[src/sv/uss_pkg.sv]
// shared types and constants for the utf-8 stream sanitizer
// no dependencies
package uss_pkg;

  localparam logic [7:0] AsciiLo   = 8'h01;
  localparam logic [7:0] AsciiHi   = 8'h7F;
  localparam logic [7:0] ContLo    = 8'h80;
  localparam logic [7:0] ContHi    = 8'hBF;
  localparam logic [7:0] LeadLo    = 8'hC2;
  localparam logic [7:0] Lead2Hi   = 8'hDF;
  localparam logic [7:0] Lead3Hi   = 8'hEF;
  localparam logic [7:0] LeadHi    = 8'hF4;
  localparam logic [7:0] ReplByte0 = 8'hEF;
  localparam logic [7:0] ReplByte1 = 8'hBF;
  localparam logic [7:0] ReplByte2 = 8'hBD;

  typedef struct packed {
    logic [7:0] in_byte;
    logic       in_last;
  } in_item_t;

  typedef struct packed {
    logic [7:0] out_byte;
    logic       byte_present;
    logic       run_last;
    logic       string_end;
    logic       string_modified;
  } out_item_t;

  // one classified input byte: replacement triplets first, then literal bytes
  typedef struct packed {
    logic [3:0][7:0] lit;
    logic [2:0]      lit_cnt;
    logic [2:0]      rep_cnt;
    logic            last;
    logic            modified;
  } job_t;

endpackage

[src/sv/uss_front.sv]
// front end: accepts input bytes, tracks the open sequence, emits jobs
// depends on uss_pkg
module uss_front (
  input  logic             clk_i,
  input  logic             rst_ni,
  input  logic             in_valid_i,
  output logic             in_stall_o,
  input  uss_pkg::in_item_t in_data_i,
  input  logic             replace_mode_i,
  input  logic             full_i,
  output logic             push_o,
  output uss_pkg::job_t    job_o
);
  import uss_pkg::*;

  logic       seq_open_q, seq_open_d;
  logic [7:0] lead_q, lead_d;
  logic [1:0] held_q, held_d;
  logic [1:0] need_q, need_d;
  logic       changed_q, changed_d;
  logic [1:0][7:0] cont_q;

  logic [7:0] b;
  logic       accept, is_cont, is_ascii, is_lead, complete, hold, brk;
  logic [1:0] need_new;
  logic [2:0] inv;
  logic [2:0] lit_cnt;
  logic [3:0][7:0] lit;
  logic       open_after;
  logic [1:0] held_after;

  assign b          = in_data_i.in_byte;
  assign in_stall_o = full_i;
  assign accept     = in_valid_i && !full_i;

  always_comb begin
    is_cont  = (b inside {[ContLo:ContHi]});
    is_ascii = (b inside {[AsciiLo:AsciiHi]});
    is_lead  = (b inside {[LeadLo:LeadHi]});
    need_new = (b <= Lead2Hi) ? 2'd1 : ((b <= Lead3Hi) ? 2'd2 : 2'd3);
    complete = seq_open_q && is_cont && ({1'b0, held_q} + 3'd1 >= {1'b0, need_q});
    hold     = seq_open_q && is_cont && !complete;
    brk      = seq_open_q && !is_cont;

    lit        = '{default: 8'h00};
    lit_cnt    = 3'd0;
    inv        = 3'd0;
    open_after = 1'b0;
    held_after = 2'd0;
    seq_open_d = seq_open_q;
    lead_d     = lead_q;
    held_d     = held_q;
    need_d     = need_q;

    if (complete) begin
      lit[0]     = lead_q;
      lit[1]     = (held_q == 2'd0) ? b : cont_q[0];
      lit[2]     = (held_q == 2'd1) ? b : cont_q[1];
      lit[3]     = b;
      lit_cnt    = {1'b0, held_q} + 3'd2;
      seq_open_d = 1'b0;
      lead_d     = 8'h00;
      held_d     = 2'd0;
      need_d     = 2'd0;
    end else if (hold) begin
      open_after = 1'b1;
      held_after = held_q + 2'd1;
      held_d     = held_after;
    end else begin
      if (brk) begin
        inv = {1'b0, held_q} + 3'd1;
      end
      seq_open_d = 1'b0;
      lead_d     = 8'h00;
      held_d     = 2'd0;
      need_d     = 2'd0;
      if (is_ascii) begin
        lit[0]  = b;
        lit_cnt = 3'd1;
      end else if (is_lead) begin
        open_after = 1'b1;
        seq_open_d = 1'b1;
        lead_d     = b;
        need_d     = need_new;
      end else begin
        inv = inv + 3'd1;
      end
    end

    // string ends with a sequence still open
    if (in_data_i.in_last && open_after) begin
      inv = inv + {1'b0, held_after} + 3'd1;
    end

    changed_d = changed_q || (inv != 3'd0);
    if (in_data_i.in_last) begin
      seq_open_d = 1'b0;
      lead_d     = 8'h00;
      held_d     = 2'd0;
      need_d     = 2'd0;
      changed_d  = 1'b0;
    end

    job_o.lit      = lit;
    job_o.lit_cnt  = lit_cnt;
    job_o.rep_cnt  = replace_mode_i ? inv : 3'd0;
    job_o.last     = in_data_i.in_last;
    job_o.modified = changed_q || (inv != 3'd0);
  end

  assign push_o = accept &&
                  (lit_cnt != 3'd0 || job_o.rep_cnt != 3'd0 || in_data_i.in_last);

  always_ff @(posedge clk_i or negedge rst_ni) begin
    if (!rst_ni) begin
      seq_open_q <= 1'b0;
      lead_q     <= 8'h00;
      held_q     <= 2'd0;
      need_q     <= 2'd0;
      changed_q  <= 1'b0;
    end else if (accept) begin
      seq_open_q <= seq_open_d;
      lead_q     <= lead_d;
      held_q     <= held_d;
      need_q     <= need_d;
      changed_q  <= changed_d;
    end
  end

  always_ff @(posedge clk_i) begin
    if (accept && hold) begin
      cont_q[held_q[0]] <= b;
    end
  end

endmodule

[src/sv/uss_fifo.sv]
// job queue between front and back end
// depends on uss_pkg
module uss_fifo #(
  parameter int Depth = 4
) (
  input  logic          clk_i,
  input  logic          rst_ni,
  input  logic          push_i,
  input  uss_pkg::job_t wdata_i,
  output logic          full_o,
  input  logic          pop_i,
  output logic          empty_o,
  output uss_pkg::job_t rdata_o
);
  import uss_pkg::*;

  localparam int AW = (Depth > 1) ? $clog2(Depth) : 1;
  localparam int CW = $clog2(Depth + 1);

  job_t          mem_q [Depth];
  logic [AW-1:0] wptr_q, rptr_q;
  logic [CW-1:0] cnt_q;

  function automatic logic [AW-1:0] wrap_inc(logic [AW-1:0] p);
    return (p == AW'(Depth - 1)) ? '0 : p + 1'b1;
  endfunction

  assign full_o  = (cnt_q == CW'(Depth));
  assign empty_o = (cnt_q == '0);
  assign rdata_o = mem_q[rptr_q];

  always_ff @(posedge clk_i or negedge rst_ni) begin
    if (!rst_ni) begin
      wptr_q <= '0;
      rptr_q <= '0;
      cnt_q  <= '0;
    end else begin
      if (push_i) begin
        wptr_q <= wrap_inc(wptr_q);
      end
      if (pop_i) begin
        rptr_q <= wrap_inc(rptr_q);
      end
      if (push_i && !pop_i) begin
        cnt_q <= cnt_q + 1'b1;
      end else if (pop_i && !push_i) begin
        cnt_q <= cnt_q - 1'b1;
      end
    end
  end

  always_ff @(posedge clk_i) begin
    if (push_i) begin
      mem_q[wptr_q] <= wdata_i;
    end
  end

endmodule

[src/sv/uss_back.sv]
// back end: expands one job into result transactions through an output register
// depends on uss_pkg
module uss_back (
  input  logic                clk_i,
  input  logic                rst_ni,
  input  logic                empty_i,
  input  uss_pkg::job_t       job_i,
  output logic                pop_o,
  output logic                out_valid_o,
  input  logic                out_stall_i,
  output uss_pkg::out_item_t  out_data_o
);
  import uss_pkg::*;

  logic [3:0] pos_q, pos_d;
  logic       out_valid_q, out_valid_d;
  out_item_t  out_q, out_d;

  logic [4:0] rep3, total, n;
  logic       bare, fin, load;
  logic [1:0] lit_idx;
  logic [4:0] lit_off;

  function automatic logic [7:0] repl_byte(logic [3:0] p);
    case (p)
      4'd0, 4'd3, 4'd6, 4'd9:  return ReplByte0;
      4'd1, 4'd4, 4'd7, 4'd10: return ReplByte1;
      default:                 return ReplByte2;
    endcase
  endfunction

  always_comb begin
    rep3    = ({2'b00, job_i.rep_cnt} << 1) + {2'b00, job_i.rep_cnt};
    total   = rep3 + {2'b00, job_i.lit_cnt};
    bare    = (total == 5'd0);
    n       = bare ? 5'd1 : total;
    fin     = ({1'b0, pos_q} == n - 5'd1);
    lit_off = {1'b0, pos_q} - rep3;
    lit_idx = lit_off[1:0];
    load    = !empty_i && (!out_valid_q || !out_stall_i);

    out_d = out_q;
    if (bare) begin
      out_d.out_byte     = 8'h00;
      out_d.byte_present = 1'b0;
    end else if ({1'b0, pos_q} < rep3) begin
      out_d.out_byte     = repl_byte(pos_q);
      out_d.byte_present = 1'b1;
    end else begin
      out_d.out_byte     = job_i.lit[lit_idx];
      out_d.byte_present = 1'b1;
    end
    out_d.run_last        = fin;
    out_d.string_end      = fin && job_i.last;
    out_d.string_modified = fin && job_i.last && job_i.modified;

    out_valid_d = out_valid_q;
    pos_d       = pos_q;
    if (load) begin
      out_valid_d = 1'b1;
      pos_d       = fin ? 4'd0 : pos_q + 4'd1;
    end else if (!out_stall_i) begin
      out_valid_d = 1'b0;
    end
  end

  assign pop_o       = load && fin;
  assign out_valid_o = out_valid_q;
  assign out_data_o  = out_q;

  always_ff @(posedge clk_i or negedge rst_ni) begin
    if (!rst_ni) begin
      out_valid_q <= 1'b0;
      pos_q       <= 4'd0;
    end else begin
      out_valid_q <= out_valid_d;
      pos_q       <= pos_d;
    end
  end

  always_ff @(posedge clk_i) begin
    if (load) begin
      out_q <= out_d;
    end
  end

endmodule

[src/sv/utf8_stream_sanitizer_top.sv]
// utf-8 stream sanitizer, top level
// depends on uss_pkg, uss_front, uss_fifo, uss_back
// path: the queue entry is written at acceptance, then the output register is loaded
// throughput: one input byte per cycle while the queue is not full; back end sends one
//   result per cycle when not stalled; up to 12 results per byte, queue absorbs bursts
// reset: async active low, clears sequence state, queue, output valid and replace_mode
module utf8_stream_sanitizer_top #(
  parameter int FIFO_DEPTH = 4
) (
  input  logic               clk_i,
  input  logic               rst_ni,
  // input channel
  input  logic               in_valid_i,
  output logic               in_stall_o,
  input  uss_pkg::in_item_t  in_data_i,
  // result channel
  output logic               out_valid_o,
  input  logic               out_stall_i,
  output uss_pkg::out_item_t out_data_o,
  // configuration write channel
  input  logic               cfg_valid_i,
  output logic               cfg_ready_o,
  input  logic               cfg_data_i
);
  import uss_pkg::*;

  // replace_mode register, always writable
  logic replace_mode_q;

  // front to queue
  logic push, full;
  job_t push_job;

  // queue to back end
  logic pop, empty;
  job_t head_job;

  assign cfg_ready_o = 1'b1;

  always_ff @(posedge clk_i or negedge rst_ni) begin
    if (!rst_ni) begin
      replace_mode_q <= 1'b0;
    end else if (cfg_valid_i && cfg_ready_o) begin
      replace_mode_q <= cfg_data_i;
    end
  end

  // front end classifies each byte into a job: replacement count plus literal bytes
  uss_front u_front (
    .clk_i          (clk_i),
    .rst_ni         (rst_ni),
    .in_valid_i     (in_valid_i),
    .in_stall_o     (in_stall_o),
    .in_data_i      (in_data_i),
    .replace_mode_i (replace_mode_q),
    .full_i         (full),
    .push_o         (push),
    .job_o          (push_job)
  );

  // decouples byte intake from result expansion
  uss_fifo #(
    .Depth (FIFO_DEPTH)
  ) u_fifo (
    .clk_i   (clk_i),
    .rst_ni  (rst_ni),
    .push_i  (push),
    .wdata_i (push_job),
    .full_o  (full),
    .pop_i   (pop),
    .empty_o (empty),
    .rdata_o (head_job)
  );

  // back end walks each job one result transaction per cycle while the output is not stalled
  uss_back u_back (
    .clk_i       (clk_i),
    .rst_ni      (rst_ni),
    .empty_i     (empty),
    .job_i       (head_job),
    .pop_o       (pop),
    .out_valid_o (out_valid_o),
    .out_stall_i (out_stall_i),
    .out_data_o  (out_data_o)
  );

endmodule

[config.mk]
export PLATFORM = sky130hd
export DESIGN_NAME = utf8_stream_sanitizer_top
export DESIGN_NICKNAME = d
export VERILOG_FILES = /design/src/sv/uss_pkg.sv /design/src/sv/uss_front.sv /design/src/sv/uss_fifo.sv /design/src/sv/uss_back.sv /design/src/sv/utf8_stream_sanitizer_top.sv
export SDC_FILE = /design/constraint.sdc
export NUM_CORES = 1
export LEC_CHECK = 0
export BUFFER_PORTS_ARGS = -buffer_cell sky130_fd_sc_hd__buf_2
export CORE_UTILIZATION = 40
export CTS_CLUSTER_DIAMETER = 150
export DETAILED_ROUTE_END_ITERATION = 6
export GPL_TIMING_DRIVEN = 0
export RECOVER_POWER = 50
export SYNTH_ARGS = -nofsm -noshare
export SYNTH_HDL_FRONTEND = slang
export SYNTH_HIERARCHICAL = 1
export SYNTH_SLANG_ARGS = --single-unit
export TNS_END_PERCENT = 10
[constraint.sdc]
create_clock -name clk_i -period 6.2 [get_ports clk_i]
set_input_delay 0.93 -clock clk_i [delete_from_list [all_inputs] [get_ports clk_i]]
set_output_delay 0.93 -clock clk_i [all_outputs]
set_load 0.02 [all_outputs]
After elaboration in Yosys (flattened, before gate mapping). Memory sizes are Yosys's and may differ from the RTL's. Index checks and enable logic that the tools add are counted.

Logic and storage cells: 150. Memories: 2. Output and inout port bits: 15. RAM bits: 160. Bits in registers: 55. Memory bits (read-only): 48. Input port bits: 15.

Memory list: u_fifo.mem_q (depth 4, width 40, rd ports 1, clocked after Yosys merged registers in 0, write ports 1, line uss_fifo.sv:20) `job_t mem_q [Depth];`; (name not given) (depth 16, width 3, rd ports 1, clocked after Yosys merged registers in 0, write ports 0, line uss_back.sv:25) `case (p)`.

Reduce and logical (&&, ||, !) cells: 38. Add/subtract/negate cells: 15. Equality and inequality tests: 7. Multiplexer cells: 57. $lt $le $gt $ge: 13.

Operators with widths (number): 8-bit 2-to-1 mux (12); 3-bit 2-to-1 mux (13); 8-bit <= comparator, second input constant (4); 24-bit 2-to-1 mux (1); 2-bit 2-to-1 mux (11); 1-bit logical AND (18); 8-bit binary-select mux with 2-bit select (1); 16-bit bitwise mux (1); 8-bit >= comparator, second input constant (2); 1-bit 2-to-1 mux (14); 3-bit by 1-bit adder with 3-bit output, second input constant (3); 9-bit 2-to-1 mux (1); 3-bit nonzero test (3); 8-bit demux with 1-bit select (1); 8-bit by 1-bit >= comparator with 1-bit output, second input constant (1); 8-bit by 7-bit <= comparator with 1-bit output, second input constant (1); 1-bit logical NOT (8); 2-bit by 1-bit adder with 2-bit output, second input constant (3); 4-bit by 3-bit adder with 5-bit output (1); 5-bit by 3-bit adder with 5-bit output (1); 4-bit by 5-bit == test with 1-bit output (1); 5-bit logical NOT (1); 4-bit by 5-bit < comparator with 1-bit output (1); 5-bit 2-to-1 mux (1); other kinds (22) (26).

Depth between registers and ports, before layout. Gate-level depths: netlist of run 1.

Depth in word-level cells: 25. Gate-level depth with buffers: 31. Depth with buffers taken out: 27.

By module. Netlist of run 1, hierarchy kept.

By module, submodules not included: uss_fifo (times used 1, area each 6237.2 µm², cells an instance 247, sequential area each 4979.8 µm²); uss_front (times used 1, area each 2042.0 µm², cells an instance 224, sequential area each 830.8 µm²); uss_back (times used 1, area each 1544.0 µm², cells an instance 153, sequential area each 485.5 µm²); utf8_stream_sanitizer_top (times used 1, area each 51.3 µm², cells an instance 4, sequential area each 25.0 µm²).

Worst setup path before layout of run 1. OpenSTA, ideal clock, no wires.

Path type: register to register. Start: reg u_fifo.rptr_q[0]. End: reg u_fifo.cnt_q[1]. Stages on the path, launching flop included: 30. Period minus slack after synthesis: 5660 ps. Path buffers: 4. Required time: 6075 ps. Path slack: 540 ps. Arrival: 5535 ps. Setup time: 125 ps. Cells stage by stage: dfrtp_1 -> buf_6 -> buf_12 -> mux4_2 -> ha_1 -> inv_1 -> fa_1 -> inv_1 -> ha_1 -> a21oi_2 -> xnor2_1 -> nor2_1 -> nand2_1 -> o21ai_1 -> and2_1 -> clkbuf_1 -> nor2_1 -> ha_1 -> xnor2_1 -> xnor2_1 -> o311ai_0 -> nor3_1 -> and3_1 -> buf_6 -> and2_1 -> inv_1 -> ha_1 -> inv_1 -> fa_1 -> mux2_2.

RTL lines: start: declaration (line uss_fifo.sv:21) `logic [AW-1:0] wptr_q, rptr_q;`; start signal: assignment (line uss_fifo.sv:42) `rptr_q <= wrap_inc(rptr_q);`; end signal: assignment (line uss_fifo.sv:45) `cnt_q <= cnt_q + 1'b1;`; end signal: assignment (line uss_fifo.sv:47) `cnt_q <= cnt_q - 1'b1;`; end: declaration (line uss_fifo.sv:22) `logic [CW-1:0] cnt_q;`.

==> results of run 1 <==
==> logic make-up after synthesis <==
logic type	after synthesis
xor+xnor	14
flops	215
fa+ha+maj	32
mux	73
compound gates	89
buf+inv	68
simple gates	135
other cells	2
==> worst max-delay path: cells and delay by family, from the launching register on <==
family	cells	cell delay [ns]
flops	1	0.37
buf+inv	7	0.79
xor+xnor	3	0.41
compound gates	3	0.39
fa+ha+maj	6	1.87
mux	2	0.83
simple gates	7	1.05
==> final timing paths <==
path	from	end	slack, ns	depth (start not counted)
min in group asynchronous	rst_ni	u_fifo/rptr_q[0]	0.86	1
setup / recovery	u_fifo/rptr_q[0]	u_fifo/cnt_q[1]	0.36	28
hold reg to reg	u_front/lead_q[7]	u_front/lead_q[7]	0.48	1
hold / removal	u_front/lead_q[7]	u_front/lead_q[7]	0.48	1
max in group asynchronous	rst_ni	u_front/lead_q[3]	4.35	1
setup reg to reg	u_fifo/rptr_q[0]	u_fifo/cnt_q[1]	0.36	28
==> cells in the mapped netlist, types with 13 or more instances <==
cell type    n  share of area, %
ha_1        27               3.4
mux4_2      46                10
nor2_1      54               2.1
o21ai_0     15              0.76
inv_1       29               1.1
dfrtp_1     27               6.8
nand2_1     23              0.87
edfxtp_1   188                57
a21oi_1     16              0.81
clkbuf_1    14              0.53
mux2i_1     21               2.1
and2_1      13              0.82
==> registers in the layout, summed over array words and instances (netlist names), 2 cells and up <==
| signal | flops |
|---|---|
| u_front/lead_q | 8 |
| u_front/held_q | 2 |
| u_front/cont_q | 16 |
| u_back/pos_q | 4 |
| u_fifo/wptr_q | 2 |
| u_fifo/mem_q | 160 |
| u_fifo/rptr_q | 2 |
| u_front/need_q | 2 |
| u_back/out_data_o | 12 |
| u_fifo/cnt_q | 3 |
==> where the power goes <==
group | leakage (µW) | internal, µW | switching, µW
logic | 0.00159 | 1020 | 1270
clock network | 0.000353 | 762 | 536
registers | 0.00219 | 1850 | 81.5
==> through the flow <==
stage / hold slack [ns] / TNS (ns)
3_5_place_dp: 0.4651 / -0.2099
3_3_place_gp: 0.4534 / -72.74
4_1_cts: 0.4786 / 0
5_1_grt: 0.4925 / -0.01521
2_1_floorplan: 0.4414 / 0
6_report: 0.4799 / 0
==> final cells by class <==
type	instances	area share, %
Sequential cell	215	56.38
Buffer	36	2.210
Tap cell	324	3.616
Multi-Input combinational cell	345	28.53
Clock buffer	26	5.234
Timing Repair Buffer	34	1.875
Inverter	31	1.038
Clock inverter	15	1.116
==> metal layers <==
layer	track usage (%)	wire, µm	vias to the layer above
met2	26.32	9561	164
met1	23.39	9393	2804
met3	2.709	1105	27
met5	0	0	-
li1	-	-	2514
met4	3.409	285	0
==> repair_timing <==
item                       in CTS  in global routing
pin swaps                       0                  3
setup buffers                   0                  3
setup endpoints to repair       2                  2
gates resized for setup         1                  6
cloned                          0                  0
==> flow_metrics.tcl, run 1 <==
set metrics [dict create \
    ys_seq_elements 215 \
    end_kind "flip-flop" \
    dr_total_vias 5509 \
    cts.sinks 215 \
    clock_latency_ns 0.50 \
    grt_pass1_wl_mm 31.86 \
    p_total_uw 5518 \
    grt_max_degree 33 \
    syn_inst 628 \
    pwr_density_cell_nw_per_um2 492.1 \
    cpMaxStageDelayCell "mux4_2" \
    violations "capacitance limit, slew limit" \
    worst_pin_slew_ns 1.698 \
    die_w_um 159.1 \
    synth_xor_area_share_pct 1.318 \
    synth_flop_cell "edfxtp_1" \
    wl_per_cell_um 19.83 \
    postCtsHoldBufs 0 \
    row_count 57 \
    hold_viol_final 0 \
    mostFrequentLayoutCells "edfxtp_1, nor2_1, mux4_2, clkbuf_1, inv_1" \
    seqCellArea_um2 6321 \
    cap_violations 1 \
    antenna_found_initial 0 \
    drtIter0Drc 422 \
    core_um2 24250 \
    die_area_um2 25320 \
    setup_viol 0 \
    synth_compound_gate_area_share_pct 6.171 \
    die_y_um 159.1 \
    cts_tree "built" \
    overflow 0 \
    final_cell_count_no_fill 1026 \
    yosysSeqAreaShare_pct 64.01 \
    final_util_pct 46.24 \
    synth.distinct_cells 60 \
    cp.arrival_ns 6.23 \
    drc 0 \
    grt_use_total_pct 16.32 \
    fin_area_um2 11210 \
    n_fill_cell 2144 \
    ir_drop_mv 0.2494 \
    cts_made_buffers 23 \
    cp_max_fo 10 \
    crit_type "reg -> reg" \
    syn2layout_area_growth_pct 13.55 \
    cp_slowest_stage_delay_ns 0.56 \
    clk_pin_slew_ns 0.06 \
    synth_mux_area_share_pct 13.65 \
    final_common_cell "edfxtp_1" \
    port_buffers 27 \
    routabilityCongestion 0.8224 \
    async_flop_share_pct 12.56 \
    synth_top_family_by_area "multiplexers" \
    crit_path_frequent_cell "inv_1" \
    synth.cell_area_um2 9874 \
    multi_input_comb_area_um2 3199 \
    status "complete, but fails checks" \
    critPathLaunchType "flip-flop" \
    nNetsFinal 733 \
    ios 30 \
    dp_hpwl_mm 14.06 \
    yosysWarnings 6 \
    clockBufferDepth 3 \
    clock.fmax_ghz 0.1713 \
    htreeDepth 1 \
    hold_class "reg -> reg" \
    syn_area_per_cell_um2 15.72 \
    place_ws_ns -0.1632 \
    initial_core_util_pct 40.72 \
    cts-root-buf "clkbuf_16" \
    grt_pass1_vias 5506 \
    first_pass_iters 4 \
    drtAntennaViolNets 0 \
    p_leak_uw 0.004128 \
    fin_skew_ns 0.006972 \
    period_needed_ns 5.837 \
    synth_nets 675 \
    placed_cell_area_um2 10500 \
    synth-edff-count 188 \
    required_ns 6.59 \
    relSlewSlack_pct -13.22 \
    antennaDiodeCount 0 \
    drv_slew 28 \
    fin_crit_sh_pct 94.14 \
    placed_cells 983 \
    routed_wl_mm 20.35 \
    via_per_inst 5.369 \
    drive_above_1_share_pct 18.52 \
    synthSimpleGateAreaFrac_pct 6.602 \
    fin_ws_ns 0.3632 \
    synthAdderAreaFrac_pct 4.435 \
]
Note: power is estimated with default switching activity, not from simulation.
==> run 2, diff against run 1 <==
==> constraint.sdc (replaced) <==
create_clock -name clk_i -period 6.2 [get_ports clk_i]
set_input_delay 0.31 -clock clk_i [delete_from_list [all_inputs] [get_ports clk_i]]
set_output_delay 0.31 -clock clk_i [all_outputs]
set_load 0.02 [all_outputs]
==> run 2 against run 1 <==
Against the previous run:
- the run still ends with capacitance limit, slew limit left
- highest routed layer unchanged
- sequential power barely moved
- clock power is essentially flat
- critical path depth stayed put
- global-route usage is essentially flat
- clock-buffer cell count stayed put
- largest cell class unchanged
- fmax grew 0.26%
- sequential share of layout area down 0.19 points
- via count decreased by 0.27%
- register-to-register slack gained 0.02 ns
- non-clock buffer count grew 4
- worst hold slack lost 0.46 ns
- worst setup slack better by 0.015 ns
==> flow_metrics.tcl, run 2 (synthesis results as in run 1) <==
set metrics [dict create \
    cp.arrival_ns 6.21 \
    via_per_inst 5.334 \
    fin_hold_ws_ns 0.02417 \
    hold_class "in -> reg" \
    grt_pass1_wl_mm 31.88 \
    port_buffers 27 \
    clk_pin_slew_ns 0.06 \
    power_frac_comb_pct 41.4 \
    routed_wl_mm 20.36 \
    p_leak_uw 0.004141 \
    cp_slowest_stage_delay_ns 0.56 \
    placed_cells 983 \
    violations "capacitance limit, slew limit" \
    cts_tree "built" \
    required_ns 6.59 \
    fin_ws_ns 0.3783 \
    cts_made_buffers 23 \
    setup_viol 0 \
    largest_register_ff_count 160 \
    grt_use_total_pct 16.33 \
    drtIter0Drc 407 \
    drive_above_1_share_pct 18.27 \
    mostFrequentLayoutCells "edfxtp_1, nor2_1, mux4_2, clkbuf_1, inv_1" \
    ios 30 \
    ir_drop_mv 0.2465 \
    hold_path_startpoint "cfg_data_i" \
    cp_max_fo 10 \
    cap_violations 1 \
    die_y_um 159.1 \
    die_w_um 159.1 \
    end_kind "flip-flop" \
    p_total_uw 5514 \
    clock.fmax_ghz 0.1718 \
    cts.sinks 215 \
    antenna_found_initial 0 \
    largest_register "u_fifo/mem_q" \
    pwr-share-seq_pct 35.0 \
    drc 0 \
    place_ws_ns -0.1632 \
    status "complete, but fails checks" \
    overflow 0 \
    die_area_um2 25320 \
    row_count 57 \
    cts-root-buf "clkbuf_16" \
    final_common_cell "edfxtp_1" \
    routabilityCongestion 0.8224 \
    p_switching_uw 1883 \
    tns_ns 0 \
    drv_slew 28 \
    crit_type "reg -> reg" \
    antennaDiodeCount 0 \
    initial_core_util_pct 40.72 \
    power.internal_uw 3631 \
    hold_viol_final 0 \
    clock_latency_ns 0.50 \
    cpMaxStageDelayCell "mux4_2" \
    period_needed_ns 5.822 \
    startpoint "u_fifo/rptr_q[0]" \
    relSlewSlack_pct -13.78 \
    dr_total_vias 5494 \
    wl_per_cell_um 19.77 \
    final_cell_count_no_fill 1030 \
    crit_path_frequent_cell "inv_1" \
    fin_crit_sh_pct 93.90 \
    dp_hpwl_mm 14.06 \
    pwr_density_cell_nw_per_um2 490.1 \
    critPathLaunchType "flip-flop" \
    drtAntennaViolNets 0 \
    clockBufferDepth 3 \
    switching_share_pct 34.15 \
    first_pass_iters 5 \
    fin_skew_ns 0.007484 \
    grt_max_degree 33 \
    syn2layout_area_growth_pct 13.94 \
    r2r_start "u_fifo/rptr_q[0]" \
    power.share.clock_pct 23.5 \
    nNetsFinal 737 \
    grt_pass1_vias 5516 \
    core_um2 24250 \
    htreeDepth 1 \
    worst_pin_slew_ns 1.707 \
]
run 2: cell types whose count changed in the layout (fill, tap and decap cells not counted):
| cell | delta |
|---|---|
| dlygate4sd3_1 | +4 |
| clkbuf_1 | +1 |
| buf_2 | -1 |
run 2: timing repair:
action                                 4_1_cts  5_1_grt
pin swaps                                    0        3
resized for setup                            1        6
buffers inserted                             0        3
endpoints found under the hold margin       31        4
setup endpoints to repair                    2        2
hold buffers                                 3        1
run 2: final cells by class:
cell class | instances | area [µm²]
flip-flops and latches | 215 | 6321
multi-input cells | 345 | 3199
plain buffers | 36 | 247.7
well taps | 324 | 405.4
clock inverters | 15 | 125.1
repair buffers | 38 | 249.0
clock buffers | 26 | 586.8
fillers | 2141 | 13000
inverters | 31 | 116.4
run 2: worst max-delay path: cells and delay by family (launching register included):
| family | cells | cell delay (ns) |
|---|---|---|
| simple gates | 7 | 1.05 |
| xor+xnor | 3 | 0.40 |
| fa+ha+maj | 6 | 1.87 |
| buf+inv | 7 | 0.79 |
| compound gates | 3 | 0.39 |
| flops | 1 | 0.37 |
| mux | 2 | 0.83 |
run 2: metrics by stage:
stage,area [µm²],utilization (%)
6_report,11250,46.40
3_5_place_dp,10500,43.30
4_1_cts,11240,46.35
2_1_floorplan,9874,-
3_3_place_gp,10420,42.95
5_1_grt,11250,46.40
run 2: worst paths after layout:
| path | endpoint | slack, ns | cells past startpoint |
|---|---|---|---|
| max | u_fifo/cnt_q[1] | 0.38 | 28 |
| min | replace_mode_q | 0.02 | 2 |
| max reg2reg | u_fifo/cnt_q[1] | 0.38 | 28 |
| min reg2reg | u_front/lead_q[7] | 0.48 | 1 |
| max in group asynchronous | u_front/lead_q[3] | 4.42 | 2 |
| min in group asynchronous | u_fifo/rptr_q[0] | 0.78 | 2 |
run 2: power groups by stage:
stage / logic, µW / registers (µW) / clock network [µW]
after floorplan: 1650 / 1990 / 0
after global placement: 2160 / 1960 / 0
after detailed placement: 2250 / 1960 / 0
after CTS: 2250 / 1930 / 1320
after global routing: 2510 / 1950 / 1380
final: 2280 / 1930 / 1300
run 2: routing by layer:
metal	share of wire [%]	wire, µm	vias up	track usage, %
met5	0	0	-	0
met4	1.4	279	0	3.409
met3	5.6	1147	27	2.709
met2	47	9546	164	26.34
met1	46	9390	2786	23.39
li1	-	-	2517	-
==> run 3, diff against run 2 <==
CAP_MARGIN = 0   (was not set)
GPL_TIMING_DRIVEN = not set   (was 0)
HOLD_SLACK_MARGIN = 0.06   (was not set)
==> run 3 against run 2 <==
Against the previous run:
- the flow still finishes with violations (capacitance limit, slew limit)
- routed wire length fell by 3.8%
- first-iteration DRC count rose by 12%
- fmax rose by 0.39%
- clock power rose by 8%
- clock-buffer cell count rose by 4
- critical path type unchanged
- largest cell class unchanged
- largest power group unchanged
- highest routed layer unchanged
==> flow_metrics.tcl, run 3 (synthesis results as in run 1) <==
set metrics [dict create \
    final_util_pct 45.78 \
    routed_wl_mm 19.59 \
    p_total_uw 5499 \
    drive_above_1_share_pct 18.13 \
    cts.sinks 215 \
    die_w_um 159.1 \
    critPathTopFamily "adder cells" \
    pwr-share-seq_pct 35.7 \
    drv_slew 28 \
    cts_tree "built" \
    initial_core_util_pct 40.72 \
    hold_class "in -> reg" \
    clock_latency_ns 0.51 \
    grt_pass1_vias 5670 \
    crit_path_frequent_cell "inv_1" \
    row_count 57 \
    die_y_um 159.1 \
    r2r_start "u_fifo/rptr_q[0]" \
    clockBufferDepth 3 \
    clock.fmax_ghz 0.1724 \
    placed_cell_area_um2 10300 \
    dr_total_vias 5393 \
    pwr_density_cell_nw_per_um2 495.3 \
    htreeDepth 1 \
    routabilityCongestion 0.7932 \
    drtAntennaViolNets 0 \
    die_area_um2 25320 \
    grt_pass1_wl_mm 31.53 \
    critPathLaunchType "flip-flop" \
    status "complete, but fails checks" \
    ios 30 \
    antenna_found_initial 0 \
    crit_buf_inv 5 \
    cts-root-buf "clkbuf_16" \
    ir_drop_mv 0.3507 \
    via_per_inst 5.350 \
    final_common_cell "edfxtp_1" \
    syn2layout_area_growth_pct 12.43 \
    cpMaxStageDelayCell "mux4_2" \
    grt_use_total_pct 16.04 \
    startpoint "u_fifo/rptr_q[0]" \
    antennaDiodeCount 0 \
    cts_made_buffers 24 \
    clk_pin_slew_ns 0.06 \
    fin_crit_sh_pct 93.53 \
    wl_per_cell_um 19.44 \
    rsz0062_at_grt "false" \
    crit_type "reg -> reg" \
    cp_max_fo 8 \
    largest_register "u_fifo/mem_q" \
    mostFrequentLayoutCells "edfxtp_1, nor2_1, mux4_2, clkbuf_1, inv_1" \
    grt_max_degree 41 \
    hold_viol_final 0 \
    core_um2 24250 \
    first_pass_iters 5 \
    worst_pin_slew_ns 1.689 \
    switching_share_pct 33.85 \
    tns_ns 0 \
    drc 0 \
    overflow 0 \
    dp_hpwl_mm 13.21 \
    port_buffers 28 \
    fin_skew_ns 0.01293 \
    power.share.clock_pct 25.6 \
    p_switching_uw 1862 \
    cp_slowest_stage_delay_ns 0.60 \
    power_frac_comb_pct 38.7 \
    period_needed_ns 5.799 \
    largest_register_ff_count 160 \
    cp.arrival_ns 6.19 \
    drtIter0Drc 454 \
    violations "capacitance limit, slew limit" \
    required_ns 6.60 \
    setup_viol 0 \
    relSlewSlack_pct -12.59 \
    end_kind "flip-flop" \
    cap_violations 1 \
    nNetsFinal 713 \
    power.internal_uw 3638 \
    hold_path_startpoint "in_valid_i" \
    fin_area_um2 11100 \
    p_leak_uw 0.004076 \
    cts_setup_buffers 0 \
]
-- run 3: cell count changes in the layout (fill, tap and decap cells not counted), sizes merged --
cell,previous run,this run
buf,31,18
bufinv,2,3
clkinv,12,8
clkinvlp,0,2
clkbuf,65,57
-- run 3: power groups by stage --
stage | clock network, µW | logic, µW | registers (µW)
floorplan | 0 | 1650 | 1990
global placement | 0 | 2080 | 1980
detailed placement | 0 | 2150 | 1990
CTS | 1440 | 2160 | 1960
global route | 1490 | 2350 | 1990
finish | 1410 | 2130 | 1960
-- run 3: path summary, 6_finish.rpt --
| check | to | slack [ns] | cells past startpoint |
|---|---|---|---|
| worst max-delay path | u_fifo/cnt_q[1] | 0.40 | 25 |
| worst min-delay path | u_front/held_q[0] | 0.18 | 4 |
| worst max register to register | u_fifo/cnt_q[1] | 0.40 | 25 |
| worst min register to register | u_front/lead_q[7] | 0.48 | 1 |
| max in group asynchronous | u_fifo/rptr_q[1] | 4.32 | 2 |
| min in group asynchronous | u_back/pos_q[3] | 0.77 | 2 |
-- run 3: per-stage QoR --
stage	setup WS, ns	std cells	hold WS, ns
after floorplan	0.5403	628	0.01441
after CTS	0.3553	1008	0.1553
after global placement	0.5694	960	0.4020
after detailed placement	0.3644	960	0.4201
final	0.4011	1008	0.1807
after global routing	0.01884	1008	0.1908
-- run 3: tightest hold or removal path: stages --
cell and delay [ns]:
buf_2 0.09, nand2b_1 0.09, nand2_1 0.08, o31ai_1 0.06
-- run 3: layout make-up --
| class | instances | area, µm² |
|---|---|---|
| Inverter | 31 | 116.4 |
| Clock inverter | 14 | 153.9 |
| Fill cell | 2149 | 13150 |
| Timing Repair Buffer | 49 | 267.8 |
| Tap cell | 324 | 405.4 |
| Sequential cell | 215 | 6324 |
| Clock buffer | 30 | 644.4 |
| Multi-Input combinational cell | 345 | 3191 |
-- run 3: timing repair --
action | 4_1_cts | 5_1_grt
hold buffers | 4 | 0
setup endpoints to repair | 0 | 2
gates resized for setup | 0 | 3
hold endpoints to repair | 29 | 0
-- run 3: layer usage --
layer	up-vias	wire, µm	GRT usage [%]	share of wire [%]
li1	2468	-	-	-
met1	2725	9101	22.38	46
met2	162	9149	25.78	47
met3	38	906	2.501	4.6
met4	0	435	5.376	2.2
met5	-	0	0	0
